$ cat config.mk
export PLATFORM = sky130hd
export DESIGN_NAME = lru_key_value_cache_top
export DESIGN_NICKNAME = d
export VERILOG_FILES = /design/src/hdl/lkvc_pkg.sv /design/src/hdl/lkvc_cell.sv /design/src/hdl/lkvc_ctrl.sv /design/src/hdl/lru_key_value_cache_top.sv
export SDC_FILE = /design/constraint.sdc
export NUM_CORES = 2
export LEC_CHECK = 0
export BUFFER_PORTS_ARGS = -buffer_cell sky130_fd_sc_hd__buf_2
export CAP_MARGIN = 5
export CORE_AREA = 4 4 508 510
export DETAILED_ROUTE_END_ITERATION = 10
export DIE_AREA = 0 0 512 514
export PLACE_DENSITY_LB_ADDON = 0.12
export SETUP_SLACK_MARGIN = 0.02
export SLEW_MARGIN = 20
export SYNTH_ARGS = -nofsm -noshare
export SYNTH_HDL_FRONTEND = slang
export SYNTH_SLANG_ARGS = --single-unit
export TNS_END_PERCENT = 1
$ cat constraint.sdc
create_clock -name clk -period 3.8 [get_ports clk]
set_clock_uncertainty 0.15 [all_clocks]
set_input_delay 0.57 -clock clk [delete_from_list [all_inputs] [get_ports clk]]
set_output_delay 0.57 -clock clk [all_outputs]
set_load 0.02 [all_outputs]
$ cat src/hdl/lkvc_pkg.sv
// Shared types, codes and defaults of the LRU key/value cache.
`default_nettype none

package lkvc_pkg;

    localparam int DEF_ENTRIES    = 16;
    localparam int DEF_KEY_BITS   = 32;
    localparam int DEF_VALUE_BITS = 32;

    localparam int FIELD_BITS = 32;
    localparam int MODE_BITS  = 2;
    localparam int EVENT_BITS = 2;
    localparam int CAP_BITS   = 5;

    localparam logic [CAP_BITS-1:0] CAP_RESET = 5'd16;

    localparam logic [MODE_BITS-1:0] MODE_GET   = 2'd0;
    localparam logic [MODE_BITS-1:0] MODE_PUT   = 2'd1;
    localparam logic [MODE_BITS-1:0] MODE_ERASE = 2'd2;

    localparam logic [EVENT_BITS-1:0] EV_NONE   = 2'd0;
    localparam logic [EVENT_BITS-1:0] EV_INSERT = 2'd1;
    localparam logic [EVENT_BITS-1:0] EV_UPDATE = 2'd2;
    localparam logic [EVENT_BITS-1:0] EV_DELETE = 2'd3;

    // update command broadcast to every cell
    typedef enum logic [1:0] {
        OP_NOP,
        OP_TOUCH,
        OP_INSERT,
        OP_DROP
    } op_t;

    typedef struct packed {
        op_t  op;
        logic write;   // touch also overwrites the value
        logic evict;   // insert pushes out the least recent entry
    } cmd_t;

    // single-bit flags passed cell to cell during lookup
    typedef struct packed {
        logic hit;       // some earlier cell matched the key
        logic claimed;   // some earlier cell took the insert slot
    } chain_t;

endpackage

`default_nettype wire

$ cat src/hdl/lkvc_cell.sv
// One cache entry: key, value, recency rank, and its link in the lookup chain.
`default_nettype none

module lkvc_cell #(
    parameter int KEY_BITS   = 32,
    parameter int VALUE_BITS = 32,
    parameter int RANK_BITS  = 4
) (
    input  logic                  clk,
    input  logic                  rst_n,
    input  logic                  look,
    input  logic [KEY_BITS-1:0]   look_key,
    input  logic [RANK_BITS-1:0]  lru_rank,
    input  logic                  evict_look,
    input  lkvc_pkg::cmd_t        cmd,
    input  logic [RANK_BITS-1:0]  ref_rank,
    input  logic [KEY_BITS-1:0]   new_key,
    input  logic [VALUE_BITS-1:0] new_value,
    input  lkvc_pkg::chain_t      chain_in,
    output lkvc_pkg::chain_t      chain_out,
    input  logic [RANK_BITS-1:0]  rank_in,
    output logic [RANK_BITS-1:0]  rank_out,
    input  logic [VALUE_BITS-1:0] value_in,
    output logic [VALUE_BITS-1:0] value_out,
    input  logic [KEY_BITS-1:0]   evkey_in,
    output logic [KEY_BITS-1:0]   evkey_out
);

    import lkvc_pkg::*;

    logic                  valid_reg, valid_next;
    logic [RANK_BITS-1:0]  rank_reg, rank_next;
    logic                  match_reg, match_next;
    logic                  lru_reg, lru_next;
    logic                  slot_reg, slot_next;
    logic [KEY_BITS-1:0]   key_reg;
    logic [VALUE_BITS-1:0] value_reg;

    logic match_now;
    logic lru_now;
    logic cand;
    logic wr_key;
    logic wr_value;

    assign match_now = valid_reg && (key_reg == look_key);
    assign lru_now   = valid_reg && (rank_reg == lru_rank);
    // free slot, or the victim when this put will evict
    assign cand      = !valid_reg || (evict_look && lru_now);

    assign chain_out.hit     = chain_in.hit | match_now;
    assign chain_out.claimed = chain_in.claimed | cand;
    assign rank_out  = rank_in | (match_now ? rank_reg : '0);
    assign value_out = value_in | (match_now ? value_reg : '0);
    assign evkey_out = evkey_in | ((lru_now && evict_look) ? key_reg : '0);

    assign wr_key   = (cmd.op == OP_INSERT) && slot_reg;
    assign wr_value = wr_key || ((cmd.op == OP_TOUCH) && cmd.write && match_reg);

    always_comb
    begin
        valid_next = valid_reg;
        rank_next  = rank_reg;
        match_next = match_reg;
        lru_next   = lru_reg;
        slot_next  = slot_reg;

        if (look)
        begin
            match_next = match_now;
            lru_next   = lru_now;
            slot_next  = cand && !chain_in.claimed;
        end

        case (cmd.op)
            OP_TOUCH:
            begin
                if (match_reg)
                    rank_next = '0;
                else if (valid_reg && (rank_reg < ref_rank))
                    rank_next = rank_reg + RANK_BITS'(1);
            end
            OP_INSERT:
            begin
                if (slot_reg)
                begin
                    valid_next = 1'b1;
                    rank_next  = '0;
                end
                else if (lru_reg && cmd.evict)
                begin
                    valid_next = 1'b0;
                    rank_next  = '0;
                end
                else if (valid_reg)
                    rank_next = rank_reg + RANK_BITS'(1);
            end
            OP_DROP:
            begin
                if (match_reg)
                begin
                    valid_next = 1'b0;
                    rank_next  = '0;
                end
                else if (valid_reg && (rank_reg > ref_rank))
                    rank_next = rank_reg - RANK_BITS'(1);
            end
            default:
            begin
            end
        endcase
    end

    always_ff @(posedge clk or negedge rst_n)
    begin
        if (!rst_n)
        begin
            valid_reg <= 1'b0;
            rank_reg  <= '0;
            match_reg <= 1'b0;
            lru_reg   <= 1'b0;
            slot_reg  <= 1'b0;
        end
        else
        begin
            valid_reg <= valid_next;
            rank_reg  <= rank_next;
            match_reg <= match_next;
            lru_reg   <= lru_next;
            slot_reg  <= slot_next;
        end
    end

    always_ff @(posedge clk)
    begin
        if (wr_key)
            key_reg <= new_key;
        if (wr_value)
            value_reg <= new_value;
    end

endmodule

`default_nettype wire

$ cat src/hdl/lkvc_ctrl.sv
// Sequencer: handshakes, capacity register, occupancy, update command, result register.
`default_nettype none

module lkvc_ctrl #(
    parameter int KEY_BITS   = 32,
    parameter int VALUE_BITS = 32,
    parameter int ENTRIES    = 16,
    parameter int RANK_BITS  = 4,
    parameter int OCC_BITS   = 5
) (
    input  logic                                clk,
    input  logic                                rst_n,
    input  logic                                in_valid,
    output logic                                in_stall,
    input  logic [lkvc_pkg::MODE_BITS-1:0]      mode,
    input  logic [KEY_BITS-1:0]                 look_key,
    input  logic [VALUE_BITS-1:0]               look_value,
    input  logic                                cfg_valid,
    output logic                                cfg_ready,
    input  logic [lkvc_pkg::CAP_BITS-1:0]       cfg_data,
    input  lkvc_pkg::chain_t                    chain_end,
    input  logic [RANK_BITS-1:0]                rank_end,
    input  logic [VALUE_BITS-1:0]               value_end,
    input  logic [KEY_BITS-1:0]                 evkey_end,
    output logic                                look,
    output logic [RANK_BITS-1:0]                lru_rank,
    output logic                                evict_look,
    output lkvc_pkg::cmd_t                      cmd,
    output logic [RANK_BITS-1:0]                ref_rank,
    output logic [KEY_BITS-1:0]                 new_key,
    output logic [VALUE_BITS-1:0]               new_value,
    output logic                                out_valid,
    input  logic                                out_stall,
    output logic                                hit,
    output logic [lkvc_pkg::FIELD_BITS-1:0]     read_value,
    output logic [lkvc_pkg::EVENT_BITS-1:0]     event_res,
    output logic                                evicted,
    output logic [lkvc_pkg::FIELD_BITS-1:0]     evicted_key
);

    import lkvc_pkg::*;

    localparam int CMP_BITS = (OCC_BITS > CAP_BITS) ? OCC_BITS : CAP_BITS;

    typedef enum logic {
        ST_IDLE,
        ST_UPDATE
    } state_t;

    state_t                  state_reg, state_next;
    logic [CAP_BITS-1:0]     cap_reg, cap_next;
    logic [OCC_BITS-1:0]     occ_reg, occ_next;
    logic [MODE_BITS-1:0]    mode_reg, mode_next;
    logic [KEY_BITS-1:0]     key_reg, key_next;
    logic [VALUE_BITS-1:0]   value_reg, value_next;
    logic                    hit_reg, hit_next;
    logic [RANK_BITS-1:0]    rank_reg, rank_next;
    logic [VALUE_BITS-1:0]   rd_reg, rd_next;
    logic [KEY_BITS-1:0]     evk_reg, evk_next;
    logic                    evict_reg, evict_next;
    logic                    out_valid_reg, out_valid_next;
    logic                    out_hit_reg, out_hit_next;
    logic [FIELD_BITS-1:0]   out_rd_reg, out_rd_next;
    logic [EVENT_BITS-1:0]   out_ev_reg, out_ev_next;
    logic                    out_evd_reg, out_evd_next;
    logic [FIELD_BITS-1:0]   out_evk_reg, out_evk_next;

    logic                    in_acc;
    logic                    fire;
    logic [CMP_BITS-1:0]     cap_eff;
    logic                    is_get;
    logic                    is_put;
    logic                    is_erase;
    logic                    put_miss;

    // a capacity of zero acts as one, above the entry count as the entry count
    always_comb
    begin
        if (cap_reg == '0)
            cap_eff = CMP_BITS'(1);
        else if (CMP_BITS'(cap_reg) > CMP_BITS'(ENTRIES))
            cap_eff = CMP_BITS'(ENTRIES);
        else
            cap_eff = CMP_BITS'(cap_reg);
    end

    assign in_stall   = (state_reg != ST_IDLE);
    assign in_acc     = in_valid && !in_stall;
    assign fire       = (state_reg == ST_UPDATE) && (!out_valid_reg || !out_stall);
    assign cfg_ready  = 1'b1;

    assign look       = in_acc;
    assign lru_rank   = RANK_BITS'(occ_reg - OCC_BITS'(1));
    assign evict_look = (mode == MODE_PUT) && (CMP_BITS'(occ_reg) >= cap_eff);

    assign is_get   = (mode_reg == MODE_GET);
    assign is_put   = (mode_reg == MODE_PUT);
    assign is_erase = (mode_reg == MODE_ERASE);
    assign put_miss = is_put && !hit_reg;

    assign ref_rank  = rank_reg;
    assign new_key   = key_reg;
    assign new_value = value_reg;

    always_comb
    begin
        cmd.op    = OP_NOP;
        cmd.write = is_put;
        cmd.evict = evict_reg;
        if (fire)
        begin
            if ((is_get || is_put) && hit_reg)
                cmd.op = OP_TOUCH;
            else if (put_miss)
                cmd.op = OP_INSERT;
            else if (is_erase && hit_reg)
                cmd.op = OP_DROP;
        end
    end

    always_comb
    begin
        state_next     = state_reg;
        cap_next       = cap_reg;
        occ_next       = occ_reg;
        mode_next      = mode_reg;
        key_next       = key_reg;
        value_next     = value_reg;
        hit_next       = hit_reg;
        rank_next      = rank_reg;
        rd_next        = rd_reg;
        evk_next       = evk_reg;
        evict_next     = evict_reg;
        out_valid_next = out_valid_reg;
        out_hit_next   = out_hit_reg;
        out_rd_next    = out_rd_reg;
        out_ev_next    = out_ev_reg;
        out_evd_next   = out_evd_reg;
        out_evk_next   = out_evk_reg;

        if (out_valid_reg && !out_stall)
            out_valid_next = 1'b0;

        if (cfg_valid)
            cap_next = cfg_data;

        if (in_acc)
        begin
            state_next = ST_UPDATE;
            mode_next  = mode;
            key_next   = look_key;
            value_next = look_value;
            hit_next   = chain_end.hit;
            rank_next  = rank_end;
            rd_next    = value_end;
            evk_next   = evkey_end;
            evict_next = evict_look;
        end

        if (fire)
        begin
            state_next     = ST_IDLE;
            out_valid_next = 1'b1;
            out_hit_next   = hit_reg && (is_get || is_put || is_erase);
            out_rd_next    = (is_get && hit_reg) ? FIELD_BITS'(rd_reg) : '0;
            out_evd_next   = put_miss && evict_reg;
            out_evk_next   = (put_miss && evict_reg) ? FIELD_BITS'(evk_reg) : '0;
            if (is_put && hit_reg)
                out_ev_next = EV_UPDATE;
            else if (put_miss)
                out_ev_next = EV_INSERT;
            else if (is_erase && hit_reg)
                out_ev_next = EV_DELETE;
            else
                out_ev_next = EV_NONE;

            if (put_miss && !evict_reg)
                occ_next = occ_reg + OCC_BITS'(1);
            else if (is_erase && hit_reg)
                occ_next = occ_reg - OCC_BITS'(1);
        end
    end

    always_ff @(posedge clk or negedge rst_n)
    begin
        if (!rst_n)
        begin
            state_reg     <= ST_IDLE;
            cap_reg       <= CAP_RESET;
            occ_reg       <= '0;
            mode_reg      <= '0;
            key_reg       <= '0;
            value_reg     <= '0;
            hit_reg       <= 1'b0;
            rank_reg      <= '0;
            rd_reg        <= '0;
            evk_reg       <= '0;
            evict_reg     <= 1'b0;
            out_valid_reg <= 1'b0;
            out_hit_reg   <= 1'b0;
            out_rd_reg    <= '0;
            out_ev_reg    <= EV_NONE;
            out_evd_reg   <= 1'b0;
            out_evk_reg   <= '0;
        end
        else
        begin
            state_reg     <= state_next;
            cap_reg       <= cap_next;
            occ_reg       <= occ_next;
            mode_reg      <= mode_next;
            key_reg       <= key_next;
            value_reg     <= value_next;
            hit_reg       <= hit_next;
            rank_reg      <= rank_next;
            rd_reg        <= rd_next;
            evk_reg       <= evk_next;
            evict_reg     <= evict_next;
            out_valid_reg <= out_valid_next;
            out_hit_reg   <= out_hit_next;
            out_rd_reg    <= out_rd_next;
            out_ev_reg    <= out_ev_next;
            out_evd_reg   <= out_evd_next;
            out_evk_reg   <= out_evk_next;
        end
    end

    assign out_valid   = out_valid_reg;
    assign hit         = out_hit_reg;
    assign read_value  = out_rd_reg;
    assign event_res   = out_ev_reg;
    assign evicted     = out_evd_reg;
    assign evicted_key = out_evk_reg;

endmodule

`default_nettype wire

$ cat src/hdl/lru_key_value_cache_top.sv
// Top level of the LRU key/value cache: a row of entry cells and the sequencer.
//
//   channel | dir | handshake           | word
//   --------+-----+---------------------+------------------------------------------
//   in      | in  | in_valid / in_stall | mode, key, value
//   out     | out | out_valid/out_stall | hit, read_value, event_res, evicted,
//           |     |                     | evicted_key
//   cfg     | in  | cfg_valid/cfg_ready | cfg_data (capacity_in_use)
//
// Per word: the accept latches the key compare and LRU/free-slot chain of every
// cell; the update state then applies the update in all cells and loads the
// output register. A new word is taken only once the sequencer is back in idle.
// A stalled output holds the update cycle until the result register frees up.
// Reset empties the cache at once (valid flags clear), capacity resets to 16.
`default_nettype none

module lru_key_value_cache_top #(
    parameter int ENTRIES    = lkvc_pkg::DEF_ENTRIES,
    parameter int KEY_BITS   = lkvc_pkg::DEF_KEY_BITS,
    parameter int VALUE_BITS = lkvc_pkg::DEF_VALUE_BITS
) (
    input  logic                                clk,
    input  logic                                rst_n,
    input  logic                                in_valid,
    output logic                                in_stall,
    input  logic [lkvc_pkg::MODE_BITS-1:0]      mode,
    input  logic [lkvc_pkg::FIELD_BITS-1:0]     key,
    input  logic [lkvc_pkg::FIELD_BITS-1:0]     value,
    output logic                                out_valid,
    input  logic                                out_stall,
    output logic                                hit,
    output logic [lkvc_pkg::FIELD_BITS-1:0]     read_value,
    output logic [lkvc_pkg::EVENT_BITS-1:0]     event_res,
    output logic                                evicted,
    output logic [lkvc_pkg::FIELD_BITS-1:0]     evicted_key,
    input  logic                                cfg_valid,
    output logic                                cfg_ready,
    input  logic [lkvc_pkg::CAP_BITS-1:0]       cfg_data
);

    import lkvc_pkg::*;

    localparam int RANK_BITS = (ENTRIES > 1) ? $clog2(ENTRIES) : 1;
    localparam int OCC_BITS  = $clog2(ENTRIES + 1);

    logic [KEY_BITS-1:0]   look_key;
    logic [VALUE_BITS-1:0] look_value;
    logic                  look;
    logic [RANK_BITS-1:0]  lru_rank;
    logic                  evict_look;
    cmd_t                  cmd;
    logic [RANK_BITS-1:0]  ref_rank;
    logic [KEY_BITS-1:0]   new_key;
    logic [VALUE_BITS-1:0] new_value;

    chain_t                chain_c [ENTRIES+1];
    logic [RANK_BITS-1:0]  rank_c  [ENTRIES+1];
    logic [VALUE_BITS-1:0] value_c [ENTRIES+1];
    logic [KEY_BITS-1:0]   evkey_c [ENTRIES+1];

    assign look_key   = KEY_BITS'(key);
    assign look_value = VALUE_BITS'(value);

    assign chain_c[0] = '0;
    assign rank_c[0]  = '0;
    assign value_c[0] = '0;
    assign evkey_c[0] = '0;

    for (genvar g = 0; g < ENTRIES; g++)
    begin : g_cell
        lkvc_cell #(
            .KEY_BITS   (KEY_BITS),
            .VALUE_BITS (VALUE_BITS),
            .RANK_BITS  (RANK_BITS)
        ) u_cell (
            .clk        (clk),
            .rst_n      (rst_n),
            .look       (look),
            .look_key   (look_key),
            .lru_rank   (lru_rank),
            .evict_look (evict_look),
            .cmd        (cmd),
            .ref_rank   (ref_rank),
            .new_key    (new_key),
            .new_value  (new_value),
            .chain_in   (chain_c[g]),
            .chain_out  (chain_c[g+1]),
            .rank_in    (rank_c[g]),
            .rank_out   (rank_c[g+1]),
            .value_in   (value_c[g]),
            .value_out  (value_c[g+1]),
            .evkey_in   (evkey_c[g]),
            .evkey_out  (evkey_c[g+1])
        );
    end

    lkvc_ctrl #(
        .KEY_BITS   (KEY_BITS),
        .VALUE_BITS (VALUE_BITS),
        .ENTRIES    (ENTRIES),
        .RANK_BITS  (RANK_BITS),
        .OCC_BITS   (OCC_BITS)
    ) u_ctrl (
        .clk         (clk),
        .rst_n       (rst_n),
        .in_valid    (in_valid),
        .in_stall    (in_stall),
        .mode        (mode),
        .look_key    (look_key),
        .look_value  (look_value),
        .cfg_valid   (cfg_valid),
        .cfg_ready   (cfg_ready),
        .cfg_data    (cfg_data),
        .chain_end   (chain_c[ENTRIES]),
        .rank_end    (rank_c[ENTRIES]),
        .value_end   (value_c[ENTRIES]),
        .evkey_end   (evkey_c[ENTRIES]),
        .look        (look),
        .lru_rank    (lru_rank),
        .evict_look  (evict_look),
        .cmd         (cmd),
        .ref_rank    (ref_rank),
        .new_key     (new_key),
        .new_value   (new_value),
        .out_valid   (out_valid),
        .out_stall   (out_stall),
        .hit         (hit),
        .read_value  (read_value),
        .event_res   (event_res),
        .evicted     (evicted),
        .evicted_key (evicted_key)
    );

endmodule

`default_nettype wire

==> impl.org <==
** STA
- After layout, the minimum clock period comes to 3.70 ns.
- Setup violations remaining at the end of the flow were counted as 0.
- Summed over all failing endpoints, the final setup total negative slack is 0 ns.
- Unrepaired setup endpoints after global routing :: yes
- Fmax achieved :: 271 MHz
- Worst-case headroom to the max-slew limit :: 28.5%
- Ratio of final minimum period to clock period :: 97.3%
- The hold violation count in the final report is 0.
- For the pin with the worst max-slew slack, the measured transition is 1.07 ns.
- Hold is met by 0.0623 ns.
- Across all setup checks in the final design, the least slack found is 0.103 ns.
- Max Slew Vio Count :: 0

** Power
- Net switching is 34.7% of the power.
- In this run, the combinational gates consume 22.9% of the power.
- Power consumption :: 0.0498 W
- NetSw :: 0.0173 W
- Dividing total power by cell area gives a power density of 631 nW/um^2.
- Share of power burned in registers :: 45.2%
- In this run the static leakage power is 28.2 nW.
- Clock power frac :: 32.0%
- Internal power contribution :: 0.0325 W
- Highest ir drop seen on vdd :: 0.422 mV

** Clock network
- CTS max path bufs :: 3
- The later pin in the worst-skew pair is clocked with a latency of 0.85 ns.
- Counting the buffers created by CTS gives 166.
- TritonCTS clock tree :: yes
- Master cell of the clock root buffer :: sky130_fd_sc_hd__clkbuf_16
- After clock tree synthesis, the clock-pin slew on the worst setup and hold paths is 0.06 ns.
- CTS built an H-tree with a depth of 4.
- Total number of clock tree sinks :: 1368

** Outcome
- Outcome :: complete, no violations

** Global route
- Met2 track demand over resource in global routing :: 36.7%
- Global routing consumed, on the met1 layer, 34.3% of the routing resources.
- The first global-routing pass estimated 438000 microns of wire.
- Global routing usage summed across all routing layers :: 24.2%
- In this run the most used layer during global routing was met2.
- Number of global-route vias before repair :: 46925
- The number of antenna violations at the first check in global routing is 22.
- After global routing the overflow that remains totals 0.
- Largest net degree at the start of global routing :: 64
- Met3 routing resource usage after global routing :: 4.17%

** Detailed routing
- The count of nets left with antenna violations once routing finished came out at 0.
- The pre-antenna-repair detailed-routing pass consisted of 6 iterations.
- Via count :: 48794
- Dividing the detail-routed wire length by the instance count gives 36.2 microns.
- For this run, design rule violations remaining after detail routing come to 0.
- In this run, the number of DRC markers left after iteration 0 of detailed routing was 5710.
- Vias per cell :: 5.40
- Total routed wirelength :: 328000 microns

** Floorplan
- The die covers 263000 sq um.
- The core region is 253000 sq um.
- I/O pin count :: 147
- X dimension of the die :: 512 microns
- Number of standard-cell rows in the floorplan :: 185
- For this configuration, the core starts out at a cell density of 25.0%.
- In this run the vertical extent of the chip is 514 microns.

** Hold path
- Counting instances, the worst hold path has a depth of 4.
- Worst hold path type :: in2reg
- The worst hold path begins at key[11].
- The path with the worst hold slack has its endpoint at u_ctrl.new_key[11].

** Synthesis
- In the synthesized netlist the async set-or-reset flop fraction comes to 25.1%.
- Synthesis produced 4937 cells.
- Warning count from the yosys run :: 0
- Flip-flop and latch count after synthesis :: 1368
- The synthesized design contains 1024 enable-type register cells.
- Net count after synthesis :: 5116
- Yosys mapped the design onto 95 distinct sky130hd cell types.
- Ys flop type :: sky130_fd_sc_hd__edfxtp_1
- Sequential elements use 62.2% of the synthesized area.
- After synthesis, the mean cell area works out to 12.8 sq um.
- Cell area after synthesis :: 63200 sq um

** Flow run
- # Max-Cap Violations :: 0

** Critical path
- In this run the worst path has a maximum fanout of 12.
- Gate family responsible for the most delay along the worst path :: simple AND/OR/NAND/NOR gates
- Crit Path Category :: reg2reg
- Counting cells, the worst reg-to-reg path comes to 15.
- Sum of buffers and inverters on the critical path :: 4
- The worst setup path is launched from a flop.
- STA classifies the critical path endpoint as a flop.
- Endpoint arrival time on the critical path :: 4.23 ns
- The endpoint identified for the worst register-to-register timing path is u_ctrl.evk_reg[16].
- The worst register-to-register path begins at u_ctrl.cap_reg[1].
- The signal on the critical path passes through nor3_1 > nor2_1 > nor2_1 > ha_1 > nand2b_1 > a211oi_2 > buf_4 > o22a_1 > buf_12 > buf_4 > nor2_2 > buf_4 > a22o_1 > nor3_2 > a31oi_1.
- Slowest cell delay on critical path :: 0.40 ns
- Reg-to-reg slack, setup :: 0.10 ns
- The most numerous cell type found on the critical path is sky130_fd_sc_hd__buf_4.
- The largest individual stage delay along the critical path comes from the cell sky130_fd_sc_hd__dfrtp_1.
- For the worst setup path, the data required time is 4.33 ns.

** Final layout
- Once layout is complete, the utilization of the core stands at 31.1%.
- Share of post-route cells with drive strength above 1 :: 19.0%
- Nets :: 5701
- Synthesis-to-finish area growth :: 24.7%

** Place
- The count of buffers added on input and output ports is 145.
- Setup slack at placement :: -0.0503 ns
- Last weighted congestion value of the routability-driven placer :: 0.969
- Placed wire-length estimate after detailed placement :: 231000 microns
cells in the final DEF (no fill, tap or decap), types with 46 or more instances in the layout:
cell type,n
sky130_fd_sc_hd__a21oi_1,142
sky130_fd_sc_hd__clkbuf_16,166
sky130_fd_sc_hd__ha_1,103
sky130_fd_sc_hd__buf_4,406
sky130_fd_sc_hd__nand2_1,384
sky130_fd_sc_hd__xnor2_1,491
sky130_fd_sc_hd__xor2_1,49
sky130_fd_sc_hd__nand4_1,291
sky130_fd_sc_hd__buf_12,131
sky130_fd_sc_hd__a22o_1,187
sky130_fd_sc_hd__nand3_1,112
sky130_fd_sc_hd__dlygate4sd3_1,62
sky130_fd_sc_hd__buf_2,144
sky130_fd_sc_hd__nor2_1,150
sky130_fd_sc_hd__a22oi_1,211
sky130_fd_sc_hd__and3_1,46
sky130_fd_sc_hd__dfrtp_1,343
sky130_fd_sc_hd__edfxtp_1,1024
sky130_fd_sc_hd__a221oi_1,52
sky130_fd_sc_hd__inv_1,134
sky130_fd_sc_hd__o21ai_0,131
power groups by stage:
| stage | Clock [W] | Combinational (W) | Sequential (W) |
|---|---|---|---|
| after floorplan | 0 | 0.00705 | 0.0210 |
| after global placement | 0 | 0.0111 | 0.0229 |
| after detailed placement | 0 | 0.0112 | 0.0229 |
| after CTS | 0.0163 | 0.0114 | 0.0226 |
| after global routing | 0.0169 | 0.0124 | 0.0228 |
| final | 0.0159 | 0.0114 | 0.0225 |
layer usage:
layer  vias up  wire length (microns)
met5         -                     69
met4        12                  14600
met3       497                  23400
met2      2383                 143000
met1     25716                 146000
li1      20186                      -
worst register-to-register path: cells and delay by family, from the launching register on:
family / cells / cell delay, ns
AO/OA/AOI/OAI: 4 / 0.91
adder cells (fa/ha/maj): 1 / 0.23
buffers and inverters: 4 / 0.86
flip-flops: 1 / 0.40
AND/OR/NAND/NOR: 6 / 0.99
worst max-delay path by stage:
stage / startpoint / slack [ns] / cells after the start / endpoint
global placement: mode[1] / -0.14 / 10 / u_ctrl.evk_reg[24]
CTS: u_ctrl.occ_reg[0] / -0.0007 / 11 / u_ctrl.evk_reg[15]
detailed placement: u_ctrl.cap_reg[1] / -0.05 / 15 / u_ctrl.evk_reg[16]
global route: u_ctrl.cap_reg[1] / 0.01 / 16 / u_ctrl.evk_reg[23]
finish: u_ctrl.cap_reg[1] / 0.10 / 15 / u_ctrl.evk_reg[16]
floorplan: u_ctrl.in_stall / -0.11 / 6 / g_cell[3].u_cell.value_reg[0]
per-stage QoR:
| step | std cells | cell area [sq um] |
|---|---|---|
| after floorplan | 4937 | 63200 |
| after global placement | 8656 | 72800 |
| after detailed placement | 8657 | 72900 |
| after CTS | 9028 | 78800 |
| after global routing | 9032 | 78900 |
| final | 9038 | 78900 |
kinds of logic after synthesis:
kind of cell | count (synthesis) | synth area share, %
XOR/XNOR | 563 | 8.29
buffers and inverters | 464 | 3.05
adder cells (fa/ha/maj) | 103 | 2.04
AO/OA/AOI/OAI | 1108 | 13.2
other | 1 | 0.00593
AND/OR/NAND/NOR | 1294 | 10.6
flip-flops | 1368 | 62.2
multiplexers | 36 | 0.590
cells in the mapped netlist (11+ instances only):
library cell	n	area (sq um)
sky130_fd_sc_hd__a21o_1	27	203
sky130_fd_sc_hd__a21oi_1	143	716
sky130_fd_sc_hd__a221o_1	15	150
sky130_fd_sc_hd__a221oi_1	52	455
sky130_fd_sc_hd__a222oi_1	23	230
sky130_fd_sc_hd__a22o_1	187	1640
sky130_fd_sc_hd__a22oi_1	212	1590
sky130_fd_sc_hd__a31oi_1	32	200
sky130_fd_sc_hd__a41oi_1	18	158
sky130_fd_sc_hd__and2_1	20	125
sky130_fd_sc_hd__and3_1	72	450
sky130_fd_sc_hd__and4_1	26	228
sky130_fd_sc_hd__buf_1	15	56.3
sky130_fd_sc_hd__buf_2	112	561
sky130_fd_sc_hd__clkbuf_1	193	724
sky130_fd_sc_hd__dfrtp_1	343	8580
sky130_fd_sc_hd__edfxtp_1	1024	30700
sky130_fd_sc_hd__ha_1	103	1290
sky130_fd_sc_hd__inv_1	134	503
sky130_fd_sc_hd__mux2i_1	26	260
sky130_fd_sc_hd__nand2_1	385	1450
sky130_fd_sc_hd__nand2b_1	28	175
sky130_fd_sc_hd__nand3_1	112	561
sky130_fd_sc_hd__nand4_1	291	1820
sky130_fd_sc_hd__nor2_1	154	578
sky130_fd_sc_hd__nor2b_1	24	150
sky130_fd_sc_hd__nor3_1	63	315
sky130_fd_sc_hd__nor4_1	55	344
sky130_fd_sc_hd__o2111a_1	23	259
sky130_fd_sc_hd__o2111ai_1	29	254
sky130_fd_sc_hd__o211ai_1	27	203
sky130_fd_sc_hd__o21a_1	36	270
sky130_fd_sc_hd__o21ai_0	132	661
sky130_fd_sc_hd__o221ai_1	11	96.3
sky130_fd_sc_hd__o22a_1	25	219
sky130_fd_sc_hd__o2bb2ai_1	13	114
sky130_fd_sc_hd__or3_1	13	81.3
sky130_fd_sc_hd__xnor2_1	491	4300
sky130_fd_sc_hd__xnor3_1	22	495
sky130_fd_sc_hd__xor2_1	49	429
cell type report:
type	instances	area [sq um]
antenna	9	22.5
multi-input combinational	3105	22400
fill	25379	175000
clock buffer	211	4380
inverter	135	507
timing repair buffer	746	7070
sequential	1368	39400
tap	3366	4210
clock inverter	98	930
what timing repair did:
| action | CTS | global route |
|---|---|---|
| setup buffers | 0 | 1 |
| endpoints found under the hold margin | 91 | 0 |
| pin swaps | 0 | 2 |
| hold buffers | 62 | 0 |
| gates resized for setup | 3 | 6 |
| setup endpoints to repair | 6 | 6 |
(Power assumes the default switching activity.)
